**src/hdl/bdlp_pkg.sv**
```systemverilog
// ----------------------------------------------------------------------------
// bdlp_pkg
// Shared types and constants of the button debouncer with long-press detection.
// ----------------------------------------------------------------------------
package bdlp_pkg;

  // timer and register widths
  localparam int TIMER_BITS = 16;
  localparam int CFG_W      = 16;
  localparam int CMP_W      = (TIMER_BITS > CFG_W) ? TIMER_BITS : CFG_W;
  localparam int CFG_IDX_W  = 1;

  // stream widths
  localparam int IN_TDATA_W  = 8;
  localparam int IN_TUSER_W  = 2;
  localparam int OUT_TDATA_W = 8;
  localparam int MODE_W      = 3;

  // register indexes
  localparam logic [CFG_IDX_W-1:0] REG_DEBOUNCE   = 1'b0;
  localparam logic [CFG_IDX_W-1:0] REG_LONG_PRESS = 1'b1;

  // register reset values
  localparam logic [CFG_W-1:0] DEBOUNCE_RST   = 16'd40;
  localparam logic [CFG_W-1:0] LONG_PRESS_RST = 16'd3000;

  // button state machine
  typedef enum logic [MODE_W-1:0] {
    MODE_UP          = 3'd0,
    MODE_FALLING     = 3'd1,
    MODE_DOWN        = 3'd2,
    MODE_RAISING     = 3'd3,
    MODE_LONG_DOWN   = 3'd4,
    MODE_LONG_RAISING = 3'd5
  } mode_t;

  // transaction kinds
  typedef enum logic [IN_TUSER_W-1:0] {
    ACT_SAMPLE     = 2'd0,
    ACT_READ_SHORT = 2'd1,
    ACT_READ_LONG  = 2'd2
  } action_t;

  // timer control from the state machine
  typedef struct packed {
    logic tick;
    logic arm;
    logic check;
  } timer_ctl_t;

endpackage

```
**src/hdl/bdlp_timer.sv**
```systemverilog
// ----------------------------------------------------------------------------
// bdlp_timer
// Saturating tick timer: armed, started by its first check, fires once the
// count has reached the duration.
// ----------------------------------------------------------------------------
module bdlp_timer (
  input  logic                        clk,
  input  logic                        rst_n,
  input  bdlp_pkg::timer_ctl_t        ctl,
  input  logic [bdlp_pkg::CFG_W-1:0]  duration,
  output logic                        fire
);
  import bdlp_pkg::*;

  logic [TIMER_BITS-1:0] count_r, count_nxt, count_tick;
  logic                  running_r, running_nxt;

  // advance on every sample while running, saturating
  assign count_tick = (ctl.tick && running_r && (count_r != '1)) ?
                      count_r + 1'b1 : count_r;

  // arm or check on top of the tick
  always_comb begin
    count_nxt   = count_tick;
    running_nxt = running_r;
    fire        = 1'b0;
    if (ctl.arm) begin
      count_nxt   = '0;
      running_nxt = 1'b0;
    end else if (ctl.check) begin
      if (!running_r) begin
        count_nxt   = '0;
        running_nxt = 1'b1;
      end else if (CMP_W'(count_tick) >= CMP_W'(duration)) begin
        running_nxt = 1'b0;
        fire        = 1'b1;
      end
    end
  end

  always_ff @(posedge clk) begin
    if (!rst_n) begin
      count_r   <= '0;
      running_r <= 1'b0;
    end else begin
      count_r   <= count_nxt;
      running_r <= running_nxt;
    end
  end

endmodule

```
**src/hdl/bdlp_core.sv**
```systemverilog
// ----------------------------------------------------------------------------
// bdlp_core
// Six-state button machine with two timers and the sticky press flags; works
// one transaction per enabled cycle.
// ----------------------------------------------------------------------------
module bdlp_core (
  input  logic                             clk,
  input  logic                             rst_n,
  input  logic                             step,
  input  logic [bdlp_pkg::IN_TUSER_W-1:0]  action,
  input  logic                             button_level,
  input  logic [bdlp_pkg::CFG_W-1:0]       debounce_ticks,
  input  logic [bdlp_pkg::CFG_W-1:0]       long_press_ticks,
  output logic                             read_value,
  output logic [bdlp_pkg::MODE_W-1:0]      fsm_state
);
  import bdlp_pkg::*;

  mode_t      mode_r, mode_nxt;
  logic       short_r, short_nxt;
  logic       long_r, long_nxt;
  logic       do_sample, do_read_short, do_read_long;
  timer_ctl_t db_ctl, hold_ctl;
  logic       db_fire, hold_fire;

  // decode the transaction kind
  always_comb begin
    do_sample     = 1'b0;
    do_read_short = 1'b0;
    do_read_long  = 1'b0;
    case (action_t'(action))
      ACT_SAMPLE:     do_sample     = step;
      ACT_READ_SHORT: do_read_short = step;
      ACT_READ_LONG:  do_read_long  = step;
      default:        ;
    endcase
  end

  // timer controls
  always_comb begin
    db_ctl         = '0;
    hold_ctl       = '0;
    db_ctl.tick    = do_sample;
    hold_ctl.tick  = do_sample;
    if (do_sample) begin
      case (mode_r)
        MODE_UP:           db_ctl.arm   = button_level;
        MODE_FALLING:      db_ctl.check = button_level;
        MODE_DOWN: begin
          db_ctl.arm     = !button_level;
          hold_ctl.check = 1'b1;
        end
        MODE_RAISING:      db_ctl.check = !button_level;
        MODE_LONG_DOWN:    db_ctl.arm   = !button_level;
        MODE_LONG_RAISING: db_ctl.check = !button_level;
        default:           ;
      endcase
      // confirmed press arms the hold timer
      if (mode_r == MODE_FALLING && button_level && db_fire) begin
        hold_ctl.arm = 1'b1;
      end
    end
  end

  bdlp_timer u_db_timer (
    .clk      (clk),
    .rst_n    (rst_n),
    .ctl      (db_ctl),
    .duration (debounce_ticks),
    .fire     (db_fire)
  );

  bdlp_timer u_hold_timer (
    .clk      (clk),
    .rst_n    (rst_n),
    .ctl      (hold_ctl),
    .duration (long_press_ticks),
    .fire     (hold_fire)
  );

  // next state and sticky flags
  always_comb begin
    mode_nxt  = mode_r;
    short_nxt = short_r && !do_read_short;
    long_nxt  = long_r && !do_read_long;
    if (do_sample) begin
      case (mode_r)
        MODE_UP: begin
          if (button_level) mode_nxt = MODE_FALLING;
        end
        MODE_FALLING: begin
          if (!button_level) mode_nxt = MODE_UP;
          else if (db_fire)  mode_nxt = MODE_DOWN;
        end
        MODE_DOWN: begin
          // long press wins over a release seen on the same tick
          if (hold_fire) begin
            mode_nxt = MODE_LONG_DOWN;
            long_nxt = 1'b1;
          end else if (!button_level) begin
            mode_nxt = MODE_RAISING;
          end
        end
        MODE_RAISING: begin
          if (button_level) begin
            mode_nxt = MODE_DOWN;
          end else if (db_fire) begin
            mode_nxt  = MODE_UP;
            short_nxt = 1'b1;
          end
        end
        MODE_LONG_DOWN: begin
          if (!button_level) mode_nxt = MODE_LONG_RAISING;
        end
        MODE_LONG_RAISING: begin
          if (button_level) mode_nxt = MODE_LONG_DOWN;
          else if (db_fire) mode_nxt = MODE_UP;
        end
        default: mode_nxt = MODE_UP;
      endcase
    end
  end

  // result of this transaction
  always_comb begin
    read_value = (do_read_short && short_r) || (do_read_long && long_r);
    fsm_state  = mode_nxt;
  end

  always_ff @(posedge clk) begin
    if (!rst_n) begin
      mode_r  <= MODE_UP;
      short_r <= 1'b0;
      long_r  <= 1'b0;
    end else begin
      mode_r  <= mode_nxt;
      short_r <= short_nxt;
      long_r  <= long_nxt;
    end
  end

endmodule

```
**src/hdl/button_debounce_long_press.sv**
```systemverilog
// ----------------------------------------------------------------------------
// button_debounce_long_press
// Push-button debouncer with long-press detection and read-and-clear flags.
// ----------------------------------------------------------------------------
//  channel | direction | tdata (low bit up)               | tuser
//  in_     | input     | button_level, 7 unused bits      | action
//  out_    | output    | read_value, fsm_state, 4 zeros   | -
//  cfg_    | input     | cfg_data: 16-bit register value  | -
//
// One transaction per cycle while the output is not stalled; each accepted
// transaction passes the input register, then the result register.
// Reset (rst_n low, synchronous) clears the state machine, both timers, the
// flags, the pipeline valids and loads the register defaults.
// A stalled output holds its result; the input register keeps accepting while
// it can move forward, so in_tready falls only when both stages are full.
// ----------------------------------------------------------------------------
module button_debounce_long_press (
  input  logic                               clk,
  input  logic                               rst_n,
  // input stream
  input  logic                               in_tvalid,
  output logic                               in_tready,
  input  logic [bdlp_pkg::IN_TDATA_W-1:0]    in_tdata,   // [0] button_level
  input  logic [bdlp_pkg::IN_TUSER_W-1:0]    in_tuser,   // [1:0] action
  // result stream
  output logic                               out_tvalid,
  input  logic                               out_tready,
  output logic [bdlp_pkg::OUT_TDATA_W-1:0]   out_tdata,  // [0] read_value, [3:1] fsm_state
  // configuration writes
  input  logic                               cfg_we,
  input  logic [bdlp_pkg::CFG_IDX_W-1:0]     cfg_index,
  input  logic [bdlp_pkg::CFG_W-1:0]         cfg_data
);
  import bdlp_pkg::*;

  logic                   stg_valid_r;
  logic [IN_TUSER_W-1:0]  stg_action_r;
  logic                   stg_level_r;
  logic                   out_valid_r;
  logic                   out_read_r;
  logic [MODE_W-1:0]      out_state_r;
  logic [CFG_W-1:0]       debounce_ticks_r, long_press_ticks_r;
  logic                   advance, step;
  logic                   core_read;
  logic [MODE_W-1:0]      core_state;

  // pipeline flow
  assign advance   = !out_valid_r || out_tready;
  assign step      = stg_valid_r && advance;
  assign in_tready = !stg_valid_r || advance;

  // configuration registers
  always_ff @(posedge clk) begin
    if (!rst_n) begin
      debounce_ticks_r   <= DEBOUNCE_RST;
      long_press_ticks_r <= LONG_PRESS_RST;
    end else if (cfg_we) begin
      case (cfg_index)
        REG_DEBOUNCE:   debounce_ticks_r   <= cfg_data;
        REG_LONG_PRESS: long_press_ticks_r <= cfg_data;
        default:        ;
      endcase
    end
  end

  // input register
  always_ff @(posedge clk) begin
    if (!rst_n) begin
      stg_valid_r <= 1'b0;
    end else if (in_tready) begin
      stg_valid_r <= in_tvalid;
    end
  end

  always_ff @(posedge clk) begin
    if (in_tready && in_tvalid) begin
      stg_action_r <= in_tuser;
      stg_level_r  <= in_tdata[0];
    end
  end

  bdlp_core u_core (
    .clk              (clk),
    .rst_n            (rst_n),
    .step             (step),
    .action           (stg_action_r),
    .button_level     (stg_level_r),
    .debounce_ticks   (debounce_ticks_r),
    .long_press_ticks (long_press_ticks_r),
    .read_value       (core_read),
    .fsm_state        (core_state)
  );

  // result register
  always_ff @(posedge clk) begin
    if (!rst_n) begin
      out_valid_r <= 1'b0;
    end else if (advance) begin
      out_valid_r <= stg_valid_r;
    end
  end

  always_ff @(posedge clk) begin
    if (step) begin
      out_read_r  <= core_read;
      out_state_r <= core_state;
    end
  end

  assign out_tvalid = out_valid_r;
  assign out_tdata  = {{(OUT_TDATA_W - MODE_W - 1){1'b0}}, out_state_r, out_read_r};

endmodule

```
**config.mk**
```make
export PLATFORM = sky130hd
export DESIGN_NAME = button_debounce_long_press
export DESIGN_NICKNAME = d
export VERILOG_FILES = /design/src/hdl/bdlp_pkg.sv /design/src/hdl/bdlp_timer.sv /design/src/hdl/bdlp_core.sv /design/src/hdl/button_debounce_long_press.sv
export SDC_FILE = /design/constraint.sdc
export NUM_CORES = 1
export LEC_CHECK = 0
export BUFFER_PORTS_ARGS = -buffer_cell sky130_fd_sc_hd__buf_4
export CORE_MARGIN = 5
export CORE_UTILIZATION = 60
export DETAILED_ROUTE_END_ITERATION = 10
export GPL_TIMING_DRIVEN = 0
export PLACE_DENSITY_LB_ADDON = 0.15
export SLEW_MARGIN = 0
export SYNTH_ARGS = -nofsm -noshare
export SYNTH_HDL_FRONTEND = slang
export SYNTH_SLANG_ARGS = --single-unit
```
**constraint.sdc**
```tcl
create_clock -name clk -period 4.3 [get_ports clk]
set_clock_uncertainty 0.2 [all_clocks]
set_input_delay 0.215 -clock clk [delete_from_list [all_inputs] [get_ports clk]]
set_output_delay 0.215 -clock clk [all_outputs]
set_load 0.05 [all_outputs]
```
* After elaboration in Yosys (flattened, before gate mapping) *
Cells that the tools add are included.

storage, ports and cells
  register bits after elaboration = 80
  bits in latches = 0
  memory bits (writable) = 0
  ROM bits = 0
  input bits = 32
  output and inout bits = 10
  logic and storage cells = 103
  memories kept = 0

cells by class
  $add $sub $neg = 2
  multipliers = 0
  div/mod/pow operators = 0
  order comparisons = 2
  equal/unequal tests = 9
  shifts and indexed selects = 0
  mux-type cells = 45
  bitwise logic cells = 2
  reduce and logical (&&, ||, !) cells = 28

operators with widths
  kind                     count
  $mux W16                 6
  $add A16 B1 Y16 const B  2
  $ge A16 B16 Y1           2
  $ne A16 B16 Y1 const B   2
  $mux W3                  10
  $mux W1                  24
  $pmux W3 S6              1
  $logic_and A1 B1 Y1      12
  $reduce_or A2 Y1         4
  $eq A3 B2 Y1 const B     2
  $eq A3 B3 Y1 const B     2
  $logic_not A1 Y1         5
  $mux W2                  2
  $pmux W1 S2              2
  $reduce_and A2 Y1        2
  $eq A3 B1 Y1 const B     1
  $logic_not A3 Y1         1
  $logic_or A1 B1 Y1       3
  $eq A2 B1 Y1 const B     1
  $eq A2 B2 Y1 const B     1
  $logic_not A2 Y1         1
  $not A1 Y1               2

* Depth between registers and ports, before layout *
Gate-level depths: netlist of the first run.

  depth after elaboration = 20
  gate-level depth with buffers = 13
  depth with buffers taken out = 13

* By module *
A second synthesis of the first run with hierarchy kept.

second synthesis, totals
  cells, all modules = 516
  area, all modules = 4674.5 µm²

modules (own cells, without submodules)
  module                            times used  cells an instance  area each (µm²)  sequential area each (µm²)
  button_debounce_long_press        1           154                1601.5           890.9
  bdlp_timer (u_core.u_hold_timer)  1           156                1325.0           340.3
  bdlp_timer (u_core.u_db_timer)    1           152                1315.0           340.3
  bdlp_core                         1           54                 432.9            100.1

* Worst setup path before layout of the first run *
OpenSTA, ideal clock, no wires.

  kind = reg2reg
  start point = reg out_valid_r, in the netlist out_tvalid
  end point = reg out_state_r[2] (data pin)
  setup time = 0.264 ns
  data arrival time = 3.045 ns
  required time = 3.836 ns
  setup slack = 0.791 ns
  cell stages (with the launch flop) = 13
  path buffers = 0
  clock period less this slack = 3.509 ns
  cell sequence = dfxtp_1 > nand2b_2 > nand4_2 > or3b_4 > nor2_2 > xor2_1 > ha_1 > and4_1 > o211ai_1 > o32a_1 > a21o_2 > o311ai_1 > nand2_1

on the way
  cells in the longest elaborated chain, start to end = 19
  elaborated cells on any way between the ends = 32
  those cells by class = order compare: 2; mux: 22; reduce/logical: 8

ends and longest elaborated chain
  item                              RTL line                           source
  start, declared                   button_debounce_long_press.sv:39   logic out_valid_r;
  start signal, assigned            button_debounce_long_press.sv:99   out_valid_r <= stg_valid_r;
  $logic_not A1 Y1 (*)              button_debounce_long_press.sv:48   assign advance = !out_valid_r || out_tready;
  $logic_or A1 B1 Y1 (*)            button_debounce_long_press.sv:48
  $logic_and A1 B1 Y1 (*)           button_debounce_long_press.sv:49   assign step = stg_valid_r && advance;
  $mux W1 (*)                       bdlp_core.sv:31                    case (action_t'(action))
  $logic_and A1 B1 Y1 (2 in a row)  bdlp_timer.sv:19                   assign count_tick = (ctl.tick && running_r && (count_r != '1)) ?
  $mux W16                          bdlp_timer.sv:19
  $ge A16 B16 Y1                    bdlp_timer.sv:34                   end else if (CMP_W'(count_tick) >= CMP_W'(duration)) begin
  $mux W1                           bdlp_timer.sv:34
  (+3 left out)                     n/a
  $logic_and A1 B1 Y1               bdlp_core.sv:59                    if (mode_r == MODE_FALLING && button_level && db_fire) begin
  $mux W1                           bdlp_core.sv:59
  $mux W2                           bdlp_core.sv:45                    if (do_sample) begin
  $mux W1                           bdlp_timer.sv:27                   if (ctl.arm) begin
  $mux W3                           bdlp_core.sv:97                    if (hold_fire) begin
  $pmux W3 S6                       bdlp_core.sv:87                    case (mode_r)
  $mux W3 (*)                       bdlp_core.sv:86                    if (do_sample) begin
  net core_state[2]                 button_debounce_long_press.sv:45   logic [MODE_W-1:0] core_state;
  end signal, assigned              button_debounce_long_press.sv:106  out_state_r <= core_state;
  end, declared                     button_debounce_long_press.sv:41   logic [MODE_W-1:0] out_state_r;

Mark *: on every way through the listed nets, which the timed path passes. The rest lies on a longest branch.
A chain may end at the register's enable or synchronous reset.

* Worst setup path after layout of the first run *
  start point = reg stg_action_r[1]
  end point = reg u_core.u_hold_timer.count_r[3]

on the way
  cells in the longest elaborated chain, start to end = 14
  elaborated cells on any way between the ends = 20
  those cells by class = order compare: 1; mux: 12; reduce/logical: 7

ends and longest elaborated chain
  item                              RTL line                          source
  start, declared                   button_debounce_long_press.sv:37  logic [IN_TUSER_W-1:0] stg_action_r;
  start signal, assigned            button_debounce_long_press.sv:77  stg_action_r <= in_tuser;
  $logic_not A2 Y1 (*)              bdlp_core.sv:31
  $mux W1 (*)                       bdlp_core.sv:31
  $logic_and A1 B1 Y1 (2 in a row)  bdlp_timer.sv:19
  $mux W16                          bdlp_timer.sv:19
  $ge A16 B16 Y1                    bdlp_timer.sv:34
  $mux W1                           bdlp_timer.sv:34
  $mux W1                           bdlp_timer.sv:31                  if (!running_r) begin
  $mux W1                           bdlp_timer.sv:30                  end else if (ctl.check) begin
  $mux W1                           bdlp_timer.sv:27
  $logic_and A1 B1 Y1               bdlp_core.sv:59
  $mux W1                           bdlp_core.sv:59
  $mux W2                           bdlp_core.sv:45
  $reduce_or A2 Y1 (no line)        n/a
  end signal, assigned              bdlp_timer.sv:46                  count_r <= count_nxt;
  end, declared                     bdlp_timer.sv:15                  logic [TIMER_BITS-1:0] count_r, count_nxt, count_tick;

Every way passes the cells marked *; elsewhere a longest branch is shown, timed or not.

==> results.md, run 1 <==
- Status: complete, no violations
- Period utilization: 92.20%
- Worst Hold Class: input port to flop
- Critical path launch point: stg_action_r[1]$_DFFE_PP_
- TritonCTS clock tree: built
- Setup-failing EPs final: 0
- Hold Vio Cnt, Final: 0
- Vias in the first global route: 3,741
- R2R setup slack: 0.34 ns
- Area taken by flip-flops and latches: 1672 um^2
- 1st-iter DRT viols: 153
- Final GP Congestion: 0.8527
- Clk pin slew, worst setup/hold paths: 0.08 ns
- Diodes inserted: 0
- Worst Setup End Kind: flop
- CP arrival: 3.98 ns
- Slowest cell on crit path: edfxtp_1
- Synth async-reset ratio: 0%
- Core Util, Final: 71.74%
- Die Wd: 96.09 um
- Final WL: 10,030 um
- Relative slew slack: 55.92%
- Total track usage: 23.51%
- Crit path buffers/inverters: 1
- Setup crit start kind: flop
- Worst Path Required: 4.32 ns
- Most common cell in the netlist: nand2_1
- Power, Total: 1.491 mW
- Area leader, netlist: dfxtp_1
- Starting Density: 61.31%
- Register area share after synthesis: 37.59%
- First-pass DRT Iterations: 4
- Clock Latency Late Sink: 0.35 ns
- Worst Max-Slew Pin Slew: 0.6595 ns
- Initial antenna violation count: 0
- Hold path startpoint: rst_n
- Vias: 3,827
- Crit-path leading delay family: compound AO/OA/AOI/OAI gates
- Synth Register Bits: 80
- R2r startpoint: stg_action_r[1]$_DFFE_PP_
- Yosys top cell area share: 32.86%
- CTS Buffer Depth: 2
- Synth unique cells: 63
- Worst Path Max Fanout: 10
- YS warnings: 0
- H-tree Lvls: 3
- Post-synthesis cell count: 516
- Critical Path, Cell by Cell: nor2_4 -> nand4_2 -> a2111oi_4 -> nand4_1 -> xnor2_1 -> ha_1 -> and4_1 -> o211ai_1 -> o32a_1 -> a21o_2 -> o211ai_4 -> buf_6 -> nor3_1
- Maximum clock frequency: 252.2 MHz
- FILL cells: 603
- Die Span Y: 96.09 um
- Standard cell core area: 7253 um^2
- Pin count of the biggest net entering global routing: 14
- Routed Antenna Nets: 0
- Row cnt: 31
- CP peak stage delay: 0.47 ns
- Number of synthesized flops with an enable pin: 7
- Sum Neg Setup Slack: 0 ns
- CTS Hold Bufs: 21
- RSZ-0062 raised after global routing: false
- PwrDens: 286.5 nW/um^2
- Max rail drop VDD: 163.2 uV
- Layout area overhead: 17.02%
- First-pass GRT wire length: 17,020 um
- Largest cells by area after synthesis: dfxtp_1 33%, ha_1 9.6%, nand2_1 7.3%, a21oi_1 5.3%, edfxtp_1 4.7%
- Total grt overflow: 0
- Static leakage: 2.099 nW
- Layout cells sized above 1: 13.31%
- Die Area: 9233 um^2
- # nets final: 647
- CTS sink count: 80
- Total CTS buffers: 9
- Footprint of the multi-input gates: 2521 um^2
- Post_cts resized: 0
- Detailed placement HPWL: 7390 um
- Root buf cell: clkbuf_8
- Number of vias per cell: 5.587
- Cell area after synthesis: 4447 um^2
- Routed len/inst: 14.65 um
- Top cells by count, synth: 86 x nand2_1, 73 x dfxtp_1, 47 x a21oi_1
- Setup Buffers After CTS: 0
- Post-synthesis area per instance: 8.618 um^2
- Most used DFF post-synth: dfxtp_1
- # DRC: 0
- Max Cap Viol: 0
- Crit path time final: 3.964 ns
- Port bufs: 30
- Crit Path Category: flop to flop
- Ports: 42
- Max Slew Vio Count: 0
[cell families (layout without fill, tap and decap cells)]
kind of cell / count (synthesis) / after routing / share of synthesized area, %
compound gates: 98 / 98 / 15.50
xor+xnor: 27 / 27 / 5.318
fa+ha+maj: 34 / 34 / 9.567
mux: 3 / 3 / 0.7315
other cells: 1 / 4 / 0.08433
flops: 80 / 80 / 37.59
simple gates: 210 / 210 / 25.24
buf+inv: 63 / 130 / 5.965
[cells in the final DEF, fill, tap and decap left out, types with 7 or more instances in the layout]
cell type,n
o211ai_1,11
clkbuf_8,9
dfxtp_1,73
nand2b_1,7
nand2_1,86
ha_1,34
nand4_1,11
o21ai_0,9
xnor2_1,22
dlygate4sd3_1,21
edfxtp_1,7
buf_4,35
clkbuf_1,15
nand3_1,16
nor3_1,9
inv_1,41
a21oi_1,47
nor2_1,18
nor2b_1,28
[final timing paths]
kind                                                to  depth (start not counted)
max reg2reg  u_core.u_hold_timer.count_r[3]$_SDFF_PP0_                         13
min reg2reg           debounce_ticks_r[1]$_SDFFE_PN0P_                          2
max          u_core.u_hold_timer.count_r[3]$_SDFF_PP0_                         13
min          u_core.u_hold_timer.count_r[1]$_SDFF_PP0_                          3
[power by group]
part	internal [mW]	switching, mW	total (mW)
clock network	0.266	0.284	0.551
logic	0.0656	0.0935	0.159
registers	0.771	0.00991	0.781
[routing by layer]
metal / GRT usage (%) / wire, um
met4: 9.360 / 287
met1: 29.78 / 4511
met3: 3.284 / 365
met2: 40.14 / 4867
met5: 0 / 0
[worst reg2reg max path, stage by stage (launching register included)]
cell	delay [ns]
edfxtp_1	0.47
nor2_4	0.21
nand4_2	0.25
a2111oi_4	0.42
nand4_1	0.17
xnor2_1	0.18
ha_1	0.32
and4_1	0.27
o211ai_1	0.13
o32a_1	0.37
a21o_2	0.27
o211ai_4	0.32
buf_6	0.20
nor3_1	0.05
[state kept, by name, indices dropped and copies added, names as in the netlist]
signal,flops
debounce_ticks_r,16
long_press_ticks_r,16
u_core.u_db_timer.count_r,16
u_core.u_hold_timer.count_r,16
out_state_r,3
u_core.mode_r,3
stg_action_r,2
out_read_r,1
out_tvalid,1
stg_level_r,1
stg_valid_r,1
u_core.long_r,1
u_core.short_r,1
u_core.u_db_timer.running_r,1
u_core.u_hold_timer.running_r,1
[layout make-up]
cell class / count / area share [%]
inverter: 41 / 2.957
sequential: 80 / 32.12
buffer: 22 / 2.140
clock buffer: 10 / 2.453
timing repair buffer: 51 / 8.367
multi-input combinational: 376 / 48.45
clock inverter: 6 / 1.130
tap: 99 / 2.380
[per-stage QoR]
step | worst slack, ns | hold slack, ns | std cells | instance area (um^2)
2_1_floorplan | 0.7910 | 0.1139 | 519 | 4458
3_3_place_gp | 0.4138 | 0.1929 | 648 | 4807
3_5_place_dp | 0.3472 | 0.1951 | 648 | 4807
4_1_cts | 0.3157 | 0.03604 | 685 | 5204
5_1_grt | 0.09213 | 0.05580 | 685 | 5204
6_report | 0.3355 | 0.03804 | 685 | 5204
Power figures use the tool's default switching activity.
==> inputs of run 2 (changes only) <==
CORE_ASPECT_RATIO = 0.6   (was unset)
==> results.md, run 2 (synthesis gave the netlist of run 1 again) <==
- Status: complete, no violations
- Final WL: 10,450 um
- # DRC: 0
- Commonest non-fill, non-tap cell in the layout: nand2_1
- Standard cell core area: 7237 um^2
- CP arrival: 3.89 ns
- Setup Buffers After CTS: 0
- Die Span Y: 76.69 um
- Most frequent cells in the layout: 86 x nand2_1, 73 x dfxtp_1, 47 x a21oi_1
- PwrDens: 312.6 nW/um^2
- Starting Density: 61.45%
- Hold Vio Cnt, Final: 0
- Total track usage: 23.45%
- H-tree Lvls: 3
- Port bufs: 30
- Post_cts resized: 0
- First-pass DRT Iterations: 5
- First-pass GRT wire length: 17,350 um
- Area taken by flip-flops and latches: 1672 um^2
- Clock Latency Late Sink: 0.34 ns
- 1st-iter DRT viols: 278
- Setup crit start kind: input port
- Die Area: 9290 um^2
- Detailed placement HPWL: 7986 um
- Reg2reg end: out_state_r[1]$_DFFE_PN_
- Fin area: 5309 um^2
- Relative slew slack: 60.75%
- Max Slew Vio Count: 0
- Die Wd: 121.1 um
- Power, Total: 1.660 mW
- Sum Neg Setup Slack: 0 ns
- Vias in the first global route: 3,675
- Ports: 42
- Max rail drop VDD: 256.8 uV
- Number of vias per cell: 5.564
- Hold path depth: 3
- WHS Endpoint: u_core.u_hold_timer.count_r[1]$_SDFF_PP0_
- Worst Max-Slew Pin Slew: 0.5888 ns
- Diodes inserted: 0
- Total CTS buffers: 9
- DP Area: 4813 um^2
- Maximum clock frequency: 249.3 MHz
- Setup-failing EPs final: 0
- Footprint of the multi-input gates: 2521 um^2
- Crit Path Category: input port to flop
- CTS sink count: 80
- Static leakage: 2.137 nW
- Layout cells sized above 1: 13.31%
- Register-to-Register Path Depth: 12
- CTS Buffer Depth: 2
- Vias: 3,839
- Hold path startpoint: rst_n
- Final GP Congestion: 0.8975
- Root buf cell: clkbuf_16
- RSZ-0062 raised after global routing: false
- FILL cells: 566
- Total grt overflow: 0
- R2r startpoint: stg_action_r[1]$_DFFE_PP_
- Crit path time final: 4.011 ns
- Clk pin slew, worst setup/hold paths: 0.06 ns
- Critical path launch point: out_tready
- Routed len/inst: 15.14 um
- Row cnt: 24
- Routed Antenna Nets: 0
- Max Cap Viol: 0
- # nets final: 647
- Pin count of the biggest net entering global routing: 14
- Period utilization: 93.28%
- Worst Setup End Kind: flop
- Worst Path Required: 4.18 ns
- TritonCTS clock tree: built
- Initial antenna violation count: 0
- Worst Path Max Fanout: 5
- Layout area overhead: 19.39%
- R2R setup slack: 0.30 ns
- Worst Hold Class: input port to flop
## run 2: what timing repair did
action,4_1_cts,5_1_grt
hold buffers,21,0
endpoints found under the setup margin,0,0
endpoints found under the hold margin,37,0
## run 2: worst max-delay path: stages
cell and delay, ns:
dlygate4sd3_1 0.53, buf_4 0.11, nand2b_2 0.18, nand4_2 0.24, a2111oi_4 0.42, nand3_1 0.17, xnor2_1 0.24, ha_1 0.29
a21oi_1 0.13, o21ai_0 0.14, a221oi_1 0.57, a211oi_2 0.21, o2111ai_1 0.33, a21oi_1 0.12
## run 2: worst max-delay path by stage
stage / endpoint / slack [ns] / depth (start not counted)
after detailed placement: out_state_r[1]$_DFFE_PN_ / 0.38 / 12
final: out_state_r[1]$_DFFE_PN_ / 0.29 / 14
after global placement: out_state_r[2]$_DFFE_PN_ / 0.48 / 12
after CTS: u_core.u_hold_timer.count_r[2]$_SDFF_PP0_ / 0.33 / 13
after global routing: out_state_r[1]$_DFFE_PN_ / 0.02 / 12
after floorplan: out_state_r[2]$_DFFE_PN_ / 0.79 / 12
## run 2: power breakdown
group / switching, mW / leakage [nW] / total (mW) / internal (mW)
registers: 0.0107 / 0.661 / 0.783 / 0.773
logic: 0.0928 / 1.34 / 0.158 / 0.0655
clock network: 0.296 / 0.135 / 0.718 / 0.422
## run 2: final cells by class
| class | instances | share of cell area (%) |
|---|---|---|
| buffer | 22 | 2.098 |
| clock buffer | 12 | 4.831 |
| clock inverter | 4 | 0.5421 |
| inverter | 41 | 2.899 |
| multi-input combinational | 376 | 47.49 |
| sequential | 80 | 31.49 |
| tap | 104 | 2.451 |
| timing repair buffer | 51 | 8.202 |
## run 2: routing by layer
metal | track usage [%] | routed length [um]
met1 | 32.36 | 5127
met2 | 35.57 | 4359
met3 | 7.941 | 823
met4 | 5.369 | 136
met5 | 0 | 0
## run 2: through the flow
stage	std cells	utilization [%]	setup WS, ns	hold slack (ns)
finish	690	73.36	0.2890	0.05011
global route	690	73.36	0.02448	0.04306
CTS	690	73.36	0.3328	0.03213
detailed placement	653	66.51	0.3764	0.1948
global placement	653	66.51	0.4783	0.1943
floorplan	519	-	0.7910	0.1139
